### config.mk
export PLATFORM = sky130hd
export DESIGN_NAME = qlcs_ctrl
export DESIGN_NICKNAME = d
export VERILOG_FILES = /design/src/rtl/qlcs_pkg.sv /design/src/rtl/qlcs_ctrl.sv
export SDC_FILE = /design/constraint.sdc
export NUM_CORES = 1
export LEC_CHECK = 0
export ABC_AREA = 0
export BUFFER_PORTS_ARGS = -buffer_cell sky130_fd_sc_hd__buf_2
export CORE_MARGIN = 4
export CORE_UTILIZATION = 40
export DETAILED_ROUTE_END_ITERATION = 7
export PLACE_DENSITY_LB_ADDON = 0.1
export REMOVE_ABC_BUFFERS = 1
export SETUP_SLACK_MARGIN = 0.15
export SLEW_MARGIN = 0
export SYNTH_ARGS = -nofsm -noshare
export SYNTH_HDL_FRONTEND = slang
export SYNTH_SLANG_ARGS = --single-unit
### constraint.sdc
create_clock -name clk -period 1.5 [get_ports clk]
set_input_delay 0.075 -clock clk [delete_from_list [all_inputs] [get_ports clk]]
set_output_delay 0.075 -clock clk [all_outputs]
set_load 0.01 [all_outputs]
### src/rtl/qlcs_pkg.sv
package qlcs_pkg;
  localparam int MAX_POINTS   = 64;
  localparam int ANCHOR_COUNT = 3;
  localparam int CW           = 24;
  localparam int NPW          = 7;
  localparam int CNTW         = $clog2(MAX_POINTS + 1);
  localparam int SPW          = 26;
  localparam int PRW          = SPW + CNTW;
  localparam logic signed [CW-1:0] Q8_MAX = 24'sh7FFFFF;
  localparam logic signed [CW-1:0] Q8_MIN = -24'sh800000;
  localparam logic [NPW-1:0] NUM_POINTS_RST = 7'd16;

  typedef struct packed {
    logic load;
    logic sort_step;
    logic div_start;
    logic div_step;
    logic mul_start;
    logic mul_step;
    logic raw_sel;
    logic next_point;
  } qlcs_cmd_t;

  typedef struct packed {
    logic raw_mode;
    logic div_done;
    logic mul_done;
  } qlcs_sts_t;
endpackage

### src/rtl/qlcs_ctrl.sv
module qlcs_ctrl
  import qlcs_pkg::*;
(
  input  logic            clk,
  input  logic            rst_n,
  input  logic            in_valid,
  output logic            in_ready,
  input  logic            any_anchor,
  input  qlcs_sts_t       sts,
  input  logic [CNTW-1:0] npts,
  output qlcs_cmd_t       cmd,
  input  logic            out_ready,
  output logic            out_valid,
  output logic            out_last
);
  localparam logic [2:0] S_IDLE = 3'd0, S_SORT = 3'd1, S_DIV = 3'd2, S_MUL = 3'd3,
                         S_EMIT = 3'd4, S_RAW = 3'd5;
  logic [2:0] state_r, state_nxt;
  logic [CNTW-1:0] sc_r, sc_nxt, pc_r, pc_nxt;

  always_comb begin
    state_nxt = state_r;
    sc_nxt = sc_r;
    pc_nxt = pc_r;
    cmd = '0;
    in_ready = 1'b0;
    out_valid = 1'b0;
    out_last = (pc_r == npts - CNTW'(1));
    case (state_r)
      S_IDLE: begin
        in_ready = 1'b1;
        if (in_valid) begin
          cmd.load = 1'b1;
          pc_nxt = '0;
          sc_nxt = '0;
          state_nxt = any_anchor ? S_SORT : S_RAW;
        end
      end
      S_SORT: begin
        cmd.sort_step = 1'b1;
        sc_nxt = sc_r + CNTW'(1);
        if (sc_r == CNTW'(ANCHOR_COUNT - 1)) state_nxt = S_RAW;
      end
      S_RAW: begin
        if (sts.raw_mode) begin
          cmd.raw_sel = 1'b1;
          out_valid = 1'b1;
          if (out_ready) begin
            cmd.next_point = 1'b1;
            pc_nxt = pc_r + CNTW'(1);
            if (out_last) state_nxt = S_IDLE;
          end
        end else begin
          cmd.div_start = 1'b1;
          state_nxt = S_DIV;
        end
      end
      S_DIV: begin
        cmd.div_step = 1'b1;
        if (sts.div_done) begin
          cmd.mul_start = 1'b1;
          state_nxt = S_MUL;
        end
      end
      S_MUL: begin
        cmd.mul_step = 1'b1;
        if (sts.mul_done) state_nxt = S_EMIT;
      end
      S_EMIT: begin
        out_valid = 1'b1;
        if (out_ready) begin
          cmd.next_point = 1'b1;
          pc_nxt = pc_r + CNTW'(1);
          if (out_last) state_nxt = S_IDLE;
          else state_nxt = S_RAW;
        end
      end
      default: state_nxt = S_IDLE;
    endcase
  end

  always_ff @(posedge clk) begin
    if (!rst_n) begin
      state_r <= S_IDLE;
      sc_r <= '0;
      pc_r <= '0;
    end else begin
      state_r <= state_nxt;
      sc_r <= sc_nxt;
      pc_r <= pc_nxt;
    end
  end
endmodule

## After elaboration in Yosys (flattened, before gate mapping)

Index checks and enable logic that the tools add are counted.

| cells by class | value |
|---|---|
| add/subtract/negate cells | 3 |
| equal/unequal tests | 15 |
| mux-type cells | 31 |
| reduce and logical (&&, ||, !) cells | 6 |

Operator list:

| operator | number |
|---|---|
| $mux W3 | 10 |
| $mux W7 | 3 |
| $pmux W7 S3 | 1 |
| $pmux W3 S6 | 1 |
| $add A7 B1 Y7 const B | 2 |
| $pmux W7 S2 | 1 |
| $ne A2 B2 Y1 const B | 6 |
| $mux W1 | 11 |
| $eq A7 B2 Y1 const B | 1 |
| $eq A7 B7 Y1 | 1 |
| $reduce_and A7 Y1 | 1 |
| $sub A7 B1 Y7 const B | 1 |
| $eq A3 B2 Y1 const B | 2 |
| $eq A3 B3 Y1 const B | 2 |
| $ne A3 B3 Y1 const B | 2 |
| $mux W2 | 2 |
| $pmux W1 S2 | 2 |
| $eq A3 B1 Y1 const B | 1 |
| $logic_not A3 Y1 | 1 |
| $reduce_and A3 Y1 | 1 |
| $reduce_bool A3 Y1 | 1 |
| $reduce_and A2 Y1 | 1 |
| $reduce_bool A2 Y1 | 1 |

| storage, ports and cells | value |
|---|---|
| flip-flop bits (word level) | 17 |
| word-level logic and storage cells | 58 |

## Longest topological paths before layout

Gate-level depths: netlist (run 1).

| logic depth | value |
|---|---|
| depth in word-level cells | 6 |
| mapped depth | 7 |
| gate-level depth less buffers | 7 |

## Least setup slack after synthesis (run 1)

Ideal clock, no wire load.

| path | value |
|---|---|
| kind | flip-flop to output port |
| start point | register pc_r[6] |
| end point | output port out_last |
| arrival time | 1.604 ns |
| required time | 1.425 ns |
| setup slack | -0.179 ns |
| stages on the path, launching flop included | 5 |
| buffers on the path | 0 |
| cell sequence | dfxtp_1 -> xnor3_1 -> and3_1 -> o21ai_1 -> a2111oi_0 |

| between the ends | value |
|---|---|
| word-level cells in the longest chain between the ends | 1 |

RTL lines:

| item | RTL line | source |
|---|---|---|
| start: declaration | qlcs_ctrl.sv:19 | `logic [CNTW-1:0] sc_r, sc_nxt, pc_r, pc_nxt;` |
| start signal: assignment | qlcs_ctrl.sv:90 | `pc_r <= pc_nxt;` |
| $eq A7 B7 Y1 | qlcs_ctrl.sv:28 | `out_last = (pc_r == npts - CNTW'(1));` |
| end: declaration | qlcs_ctrl.sv:14 | `output logic out_last` |

Every way passes these cells.

## Final worst setup path (run 1)

Same ends and word-level chain as after synthesis.

==> flow_summary_export.csv, run 1 <==
group,metric,value,unit
floorplan,core,2850,um^2
timing,finalMaxSlewViolations,0,
status,violated_checks,"negative setup slack",
timing,finalClockSkew,6.34,ps
logic_synthesis,synthAdderAreaFrac,4.04,%
grt,grt_overflow,0,
floorplan,io-pin-count,26,
timing,final.min_clock_period,1800,ps
worst_setup_path,worstPathRequired,1420,ps
logic_synthesis,synth_area_per_cell,7.73,um^2
routing,vias_per_cell,5.58,
grt,antenna_found_initial,0,
logic_synthesis,synth_top_area_share,27.5,%
power_and_ir_drop,max-vdd-ir-drop,0.959,mV
power_and_ir_drop,power.static_leakage,0.000893,uW
cts,cts-hold-fix-buffers,0,
worst_setup_path,critical-path-slowest-cell,"sky130_fd_sc_hd__dfxtp_4",
worst_setup_path,critPathCaptureType,"output port",
cts,clk-insertion-delay-late,300,ps
logic_synthesis,synth_ff_type,"sky130_fd_sc_hd__dfxtp_1",
layout,finalCoreUtilization,78.1,%
routing,ant_nets,0,
cts,number_of_clock_buffers_inserted_by_tritoncts,3,
timing,clock.fmax,0.554,GHz
routing,wire_per_inst,15.6,um
logic_synthesis,synth_seq_cells,17,
worst_setup_path,cell_family_with_most_cp_delay,"compound AO/OA/AOI/OAI gates",
grt,grt_pass1_vias,1520,
timing,fin_crit_sh,120,%
routing,post-route-drc-count,0,
cts,clk_pin_slew_worst_paths,120,ps
run,maxCapViolations,0,
worst_setup_path,critPathBufInv,1,
worst_setup_path,sort_of_element_at_the_start_of_the_critical_path,"flop",
logic_synthesis,synth.yosys.seq_area_share,27.5,%
cts,clockRootBuffer,"sky130_fd_sc_hd__clkbuf_4",
layout,final_nets,253,
logic_synthesis,synthesized_area_fraction_occupied_by_ao_oa_aoi_and_oai_cells,19.6,%
worst_setup_path,critical_path.cell_chain,"xnor2_2 > nor4b_2 > o21ai_2 > a2111oi_2 > buf_2",
floorplan,dieWidth,63.6,um
grt,grt_first_pass_wirelength,6.66,mm
worst_setup_path,critPathMaxStageDelay,390,ps
place,quantity_of_i_o_buffers_inserted_on_ports,25,
routing,postRouteWirelength,4.11,mm
timing,final_count_of_negative_setup_slack_endpoints,9,
worst_setup_path,setup.worst_path.class,"reg2out",
hold_path,min-delay-path-class,"in2reg",
layout,nFillCells,184,
timing,worst_slack,-304,ps
floorplan,floorplan.initialDensity,43.4,%
timing,final_hold_viol_count,0,
grt,grt_start_max_net_pins,12,
logic_synthesis,synth_warnings,0,
status,outcome,"finished, violations left",
cts,cts_tree,"built",
routing,vias,1474,
cts,clock_tree.buffer_depth,2,
worst_setup_path,critPathMaxFanout,4,
layout,synthToLayoutAreaGrowth,80.1,%
timing,unrepaired_setup_endpoints_after_global_routing,"true",
logic_synthesis,asyncSetResetFlopFracSynth,0,%
logic_synthesis,mux_share_of_post_synthesis_cell_area,2.73,%
layout,drive_gt1_share,60.9,%
place,dp.final_hpwl,2.61,mm
logic_synthesis,synth-edff-count,0,
grt,grtUsageTotal,20.3,%
cts,htree_levels,1,
routing,dr.pass1.iters,4,
place,gp_congestion,0.896,
cts,cts.sink_count,17,
timing,setup_total_negative_slack,-1190,ps
worst_setup_path,worst_ep_arrival_time,1730,ps
floorplan,y_dimension_of_the_die,63.6,um
floorplan,fp.dieArea,4050,um^2
logic_synthesis,post_synth_inst_count,160,
power_and_ir_drop,pwr_density_cell,1440,nW/um^2
logic_synthesis,synth_top_family_by_area,"simple AND/OR/NAND/NOR gates",
logic_synthesis,yosysTopAreaCell,"sky130_fd_sc_hd__dfxtp_1",
logic_synthesis,synth-simple-area-share,31.7,%
logic_synthesis,synthXorXnorAreaFrac,10.3,%
logic_synthesis,yosys_cell_types,46,
logic_synthesis,synth_cell_area,1240,um^2
timing,max_slew.worst_pin.slew,342,ps
floorplan,row_count,19,
logic_synthesis,cells_taking_the_most_area_after_synthesis,"sky130_fd_sc_hd__dfxtp_1 (28%), sky130_fd_sc_hd__nor2_1 (7.6%), sky130_fd_sc_hd__xnor2_1 (7.1%)",
timing,slew_headroom,77.1,%
routing,drt_iter0_drc,88,
layout,antenna-diode-count,0,
[where the power goes]
part	switching, uW	leakage (uW)	internal [uW]	total [uW]
combinational	1020	0.000736	1270	2300
sequential	103	0.000142	539	642
clock	168	0.0000139	102	270
[synth_stat cells (all sizes together) (4+ instances only)]
library cell	n
ha	4
nor3	6
nor2	25
nand2	11
nand3	7
inv	9
xnor2	10
a21oi	12
dfxtp	17
o21ai	9
[what timing repair did]
| item | 4_1_cts | 5_1_grt |
|---|---|---|
| setup endpoints to repair | 26 | 27 |
| buffers inserted | 12 | 5 |
| endpoints found under the hold margin | 0 | 0 |
| pin swaps | 33 | 16 |
| resized for setup | 85 | 26 |
[per-stage QoR]
stage	setup slack, ps	instances	hold WS, ps	total power [uW]	area [um^2]
detailed placement	-249	243	349	1800	1620
CTS	-324	259	40.5	2880	2080
global placement	-163	243	341	1760	1620
global route	-367	264	56.5	3390	2230
finish	-304	264	61.2	3210	2230
floorplan	-178	156	192	1240	1220
[layout make-up]
| cell class | count | area, um^2 | share of cell area [%] |
|---|---|---|---|
| tap | 31 | 38.8 | 1.74 |
| timing repair buffer | 73 | 597 | 26.8 |
| multi-input combinational | 130 | 1160 | 52.3 |
| clock inverter | 1 | 7.51 | 0.337 |
| clock buffer | 3 | 22.5 | 1.01 |
| sequential | 17 | 362 | 16.2 |
| inverter | 9 | 36.3 | 1.63 |
[metal layers]
metal	up-vias	share of wire [%]	track usage [%]
met3	10	4.3	4.44
met4	0	1.4	7.01
met5	-	0	0
li1	715	-	-
met2	45	51	35.9
met1	704	43	24.0
[path summary, 6_finish.rpt]
kind / startpoint / to / slack (ps) / depth (start not counted)
min reg2reg: pc_r[2]$_SDFFE_PN0P_ / pc_r[2]$_SDFFE_PN0P_ / 590 / 2
max reg2reg: pc_r[6]$_SDFFE_PN0P_ / state_r[2]$_SDFFE_PN0P_ / -230 / 7
max: pc_r[6]$_SDFFE_PN0P_ / out_last / -300 / 5
min: out_ready / state_r[2]$_SDFFE_PN0P_ / 60 / 2
[layout by cell type, fill, tap and decap left out, drive strengths merged, types with 2 or more instances in the layout]
cell type / Yosys / layout
nor2b: 3 / 3
a211oi: 2 / 2
buf: 1 / 73
a31oi: 2 / 2
inv: 9 / 9
mux2: 3 / 3
or2: 2 / 2
nor3: 6 / 6
xor2: 2 / 2
o21ai: 9 / 9
ha: 4 / 4
nand3: 7 / 7
dfxtp: 17 / 17
clkbuf: 3 / 3
and3: 2 / 2
nor2: 25 / 25
nand3b: 2 / 2
xnor2: 10 / 10
nor4b: 3 / 3
and2: 2 / 2
nand2b: 3 / 3
nor4: 2 / 2
nand2: 11 / 11
a21oi: 12 / 12
[cell families after synthesis]
kind of cell	after synthesis
xor gates and xnor gates	13
and+or+nand+nor	74
DFF	17
AOI/OAI and AO/OA	36
buffers and inverters	13
muxes	3
adders and majority gates	4
[sequential cells by signal, summed over array words and instances, names as in the netlist]
signal / cells
sc_r: 7
pc_r: 7
state_r: 3
Power figures use the tool's default switching activity.
==> run 2, diff against run 1 <==
- SKIP_CTS_REPAIR_TIMING: unset -> 1
==> flow_summary_export.csv, run 2 (synthesis gave the netlist of run 1 again) <==
group,metric,value,unit
timing,max_slew.worst_pin.slew,415,ps
routing,drt_iter0_drc,76,
grt,use_met3,3.73,%
grt,grt_pass1_vias,1255,
grt,antenna_found_initial,0,
cts,clk-insertion-delay-late,300,ps
place,quantity_of_i_o_buffers_inserted_on_ports,25,
place,gp_congestion,0.896,
status,violated_checks,"negative setup slack",
worst_setup_path,worstPathRequired,1420,ps
timing,unrepaired_setup_endpoints_after_global_routing,"true",
timing,slew_headroom,72.1,%
routing,ant_nets,0,
worst_setup_path,critPathCaptureType,"output port",
floorplan,row_count,19,
place,dp.final_hpwl,2.61,mm
timing,final_count_of_negative_setup_slack_endpoints,10,
run,maxCapViolations,0,
layout,stdcell_area,2280,um^2
power_and_ir_drop,power.static_leakage,0.000899,uW
cts,clk_pin_slew_worst_paths,120,ps
layout,drive_gt1_share,63.5,%
grt,grtUsageTotal,16.4,%
worst_setup_path,worst_ep_arrival_time,1730,ps
power_and_ir_drop,p_total,3290,uW
layout,nFillCells,159,
worst_setup_path,timing.critical_path.from,"pc_r[6]$_SDFFE_PN0P_",
timing,finalClockSkew,6.90,ps
power_and_ir_drop,max-vdd-ir-drop,1.09,mV
floorplan,floorplan.initialDensity,43.4,%
place,preCtsSetupSlack,-249,ps
worst_setup_path,regToRegStartpoint,"pc_r[6]$_SDFFE_PN0P_",
grt,global_route.peak_usage_layer,"met2",
power_and_ir_drop,pwr_density_cell,1440,nW/um^2
grt,grt_first_pass_wirelength,5.44,mm
cts,clock_tree.buffer_depth,2,
floorplan,fp.dieArea,4050,um^2
cts,clockRootBuffer,"sky130_fd_sc_hd__clkbuf_4",
layout,finalNonFillerCells,261,
layout,antenna-diode-count,0,
cts,cts_tree,"built",
timing,worst_slack,-309,ps
worst_setup_path,setup.worst_path.class,"reg2out",
cts,htree_levels,1,
timing,fin_crit_sh,121,%
floorplan,y_dimension_of_the_die,63.6,um
routing,post-route-drc-count,0,
layout,synthToLayoutAreaGrowth,84.4,%
place,place_area,1620,um^2
layout,final_nets,250,
routing,dr.pass1.iters,4,
hold_path,min-delay-path-class,"in2reg",
layout,layout_top_registers,"pc_r x7, sc_r x7, state_r x3",
routing,vias_per_cell,5.72,
hold_path,min_from,"rst_n",
layout,layout.cells.most_common_list,"sky130_fd_sc_hd__buf_6 (26), sky130_fd_sc_hd__buf_4 (26), sky130_fd_sc_hd__buf_2 (17)",
floorplan,dieWidth,63.6,um
cts,number_of_clock_buffers_inserted_by_tritoncts,3,
cts,cts.sink_count,17,
worst_setup_path,critPathMaxFanout,4,
timing,finalMaxSlewViolations,0,
worst_setup_path,sort_of_element_at_the_start_of_the_critical_path,"flop",
routing,wire_per_inst,16.0,um
grt,grtUsageMet2,26.2,%
place,numPlacedInstances,243,
floorplan,io-pin-count,26,
layout,finalCoreUtilization,80.0,%
floorplan,core,2850,um^2
grt,grt_overflow,0,
timing,clock.fmax,0.553,GHz
grt,grt_start_max_net_pins,12,
routing,vias,1493,
timing,final_hold_viol_count,0,
routing,postRouteWirelength,4.17,mm
timing,final.min_clock_period,1810,ps
grt,met1_resource_use_gr,22.1,%
status,outcome,"finished, violations left",
-- run 2: critical path: stages (launching register included) --
cell and delay [ps]:
sky130_fd_sc_hd__dfxtp_4 400, sky130_fd_sc_hd__xnor2_2 160, sky130_fd_sc_hd__nor4b_2 260, sky130_fd_sc_hd__o21ai_2 100, sky130_fd_sc_hd__a2111oi_2 320, sky130_fd_sc_hd__buf_2 190
-- run 2: path summary, 6_finish.rpt --
check	end	slack, ps	cells past startpoint
worst max-delay path	out_last	-310	5
worst min-delay path	sc_r[3]$_SDFFE_PN0P_	60	3
worst max register to register	state_r[2]$_SDFFE_PN0P_	-170	6
worst min register to register	pc_r[0]$_SDFFE_PN0P_	590	2
-- run 2: routing by layer --
metal	wire, um	vias up
li1	-	705
met1	1720	721
met2	2080	50
met3	203	17
met4	163	0
met5	0	-
-- run 2: through the flow --
step | hold WS, ps | TNS, ps
after floorplan | 192 | -765
after global placement | 341 | -561
after detailed placement | 349 | -1050
after CTS | 10.4 | -2070
after global routing | 57.0 | -1810
final | 61.6 | -1130
-- run 2: power by group --
group / switching (uW) / internal [uW] / total [uW]
clock network: 168 / 102 / 270
logic: 1070 / 1290 / 2360
registers: 112 / 542 / 654
total: 1350 / 1940 / 3290
-- run 2: area by class of cell --
class / count / area, um^2 / area share [%]
clock buffers: 3 / 22.5 / 0.987
clock inverters: 1 / 7.51 / 0.329
inverters: 9 / 38.8 / 1.70
multi-input cells: 130 / 1220 / 53.3
flip-flops and latches: 17 / 364 / 16.0
well taps: 31 / 38.8 / 1.70
repair buffers: 70 / 593 / 26.0
==> run 3, diff against run 2 <==
- clock period: 1.5 -> 1.9 ns (I/O delays scaled with it)
==> flow_summary_export.csv, run 3 (synthesis gave the netlist of run 1 again) <==
group,metric,value,unit
status,outcome,"finished clean",
floorplan,row_count,19,
routing,vias,1267,
timing,max_slew.worst_pin.slew,536,ps
power_and_ir_drop,power.switching_fraction,43.3,%
worst_setup_path,critPathCaptureType,"output port",
run,maxCapViolations,0,
timing,clock.fmax,0.563,GHz
timing,final_hold_viol_count,0,
floorplan,io-pin-count,26,
layout,layout_top_registers,"pc_r x7, sc_r x7, state_r x3",
place,dp.final_hpwl,2.28,mm
worst_setup_path,sort_of_element_at_the_start_of_the_critical_path,"flop",
grt,grt_overflow,0,
floorplan,fp.dieArea,4050,um^2
cts,clk-insertion-delay-late,290,ps
timing,hold_slack,72.0,ps
layout,antenna-diode-count,0,
power_and_ir_drop,netsw,645,uW
timing,unrepaired_setup_endpoints_after_global_routing,"true",
hold_path,min-delay-path-class,"in2reg",
grt,antenna_found_initial,0,
grt,grt_pass1_vias,1148,
cts,clk_pin_slew_worst_paths,90,ps
routing,dr.pass1.iters,4,
place,gp_congestion,0.829,
routing,wire_per_inst,13.5,um
worst_setup_path,critPathMaxFanout,5,
cts,cts.sink_count,17,
place,quantity_of_i_o_buffers_inserted_on_ports,25,
power_and_ir_drop,seq_power_share,34.1,%
floorplan,dieWidth,63.6,um
layout,drive_gt1_share,32.1,%
routing,vias_per_cell,5.73,
timing,slew_headroom,63.9,%
timing,final_count_of_negative_setup_slack_endpoints,0,
layout,layout.cells.most_common_list,"sky130_fd_sc_hd__buf_2 (25), sky130_fd_sc_hd__nor2_1 (24), sky130_fd_sc_hd__a21oi_1 (12), sky130_fd_sc_hd__dfxtp_1 (12), sky130_fd_sc_hd__nand2_1 (11)",
cts,number_of_clock_buffers_inserted_by_tritoncts,3,
layout,finalNonFillerCells,221,
layout,synthToLayoutAreaGrowth,28.8,%
worst_setup_path,worstPathRequired,1800,ps
layout,final_nets,210,
power_and_ir_drop,power.static_leakage,0.000614,uW
cts,clockRootBuffer,"sky130_fd_sc_hd__clkbuf_4",
routing,drt_iter0_drc,48,
place,numPlacedInstances,217,
grt,grt_start_max_net_pins,12,
layout,mostFrequentLayoutCell,"sky130_fd_sc_hd__buf_2",
routing,post-route-drc-count,0,
cts,cts_tree,"built",
power_and_ir_drop,internal-power,844,uW
floorplan,core,2850,um^2
power_and_ir_drop,comb_power_share,52.7,%
grt,grt_first_pass_wirelength,4.90,mm
timing,final.min_clock_period,1780,ps
power_and_ir_drop,pwr_density_cell,934,nW/um^2
timing,fin_crit_sh,93.5,%
worst_setup_path,worst_ep_arrival_time,1680,ps
floorplan,y_dimension_of_the_die,63.6,um
timing,finalMaxSlewViolations,0,
power_and_ir_drop,clockPowerShare,13.2,%
floorplan,floorplan.initialDensity,43.4,%
cts,clock_tree.buffer_depth,2,
power_and_ir_drop,max-vdd-ir-drop,0.429,mV
timing,finalClockSkew,11.2,ps
place,preCtsSetupSlack,115,ps
timing,worst_slack,123,ps
worst_setup_path,setup.worst_path.class,"reg2out",
cts,htree_levels,1,
routing,postRouteWirelength,2.99,mm
routing,ant_nets,0,
grt,grtUsageTotal,14.9,%
-- run 3: cell types whose count changed in the layout (fill, tap and decap cells not counted), sizes merged --
cell,delta
buf,-40
clkbuf,+1
clkinvlp,-1
-- run 3: path summary, 6_finish.rpt --
check / from / to / slack [ps] / cells past startpoint
setup reg to reg: sc_r[0]$_SDFFE_PN0P_ / state_r[2]$_SDFFE_PN0P_ / 270 / 7
hold reg to reg: sc_r[3]$_SDFFE_PN0P_ / sc_r[3]$_SDFFE_PN0P_ / 510 / 1
hold / removal: out_ready / state_r[2]$_SDFFE_PN0P_ / 70 / 2
setup / recovery: pc_r[4]$_SDFFE_PN0P_ / out_last / 120 / 4
-- run 3: power groups by stage --
stage          clock network (uW)  logic, uW  registers, uW
3_5_place_dp                    0        727            512
2_1_floorplan                   0        487            491
4_1_cts                       198        729            503
3_3_place_gp                    0        714            506
5_1_grt                       215        865            523
6_report                      196        785            508
-- run 3: through the flow --
| stage | area (um^2) | utilization [%] | TNS (ps) | total power (uW) |
|---|---|---|---|---|
| 2_1_floorplan | 1220 | - | 0 | 979 |
| 3_3_place_gp | 1420 | 49.9 | 0 | 1220 |
| 3_5_place_dp | 1420 | 49.9 | 0 | 1240 |
| 4_1_cts | 1450 | 50.8 | -103 | 1430 |
| 5_1_grt | 1590 | 55.9 | 0 | 1600 |
| 6_report | 1590 | 55.9 | 0 | 1490 |
-- run 3: area by class of cell --
cell class / instances / area (um^2)
clock buffer: 4 / 26.3
timing repair buffer: 30 / 163
tap: 31 / 38.8
inverter: 9 / 33.8
multi-input combinational: 130 / 981
sequential: 17 / 352
fill: 279 / 1260
-- run 3: per-layer routing --
layer,vias to the layer above,global-route usage [%],share of wire (%)
met3,7,2.84,4.7
met2,35,24.0,45
li1,635,-,-
met5,-,0,0
met4,0,7.28,1.9
met1,590,19.0,48
-- run 3: critical path: stages, from the launching register on --
cell,delay [ps]
sky130_fd_sc_hd__dfxtp_4,370
sky130_fd_sc_hd__xnor2_1,310
sky130_fd_sc_hd__a31oi_2,200
sky130_fd_sc_hd__a2111oi_4,340
sky130_fd_sc_hd__buf_2,180
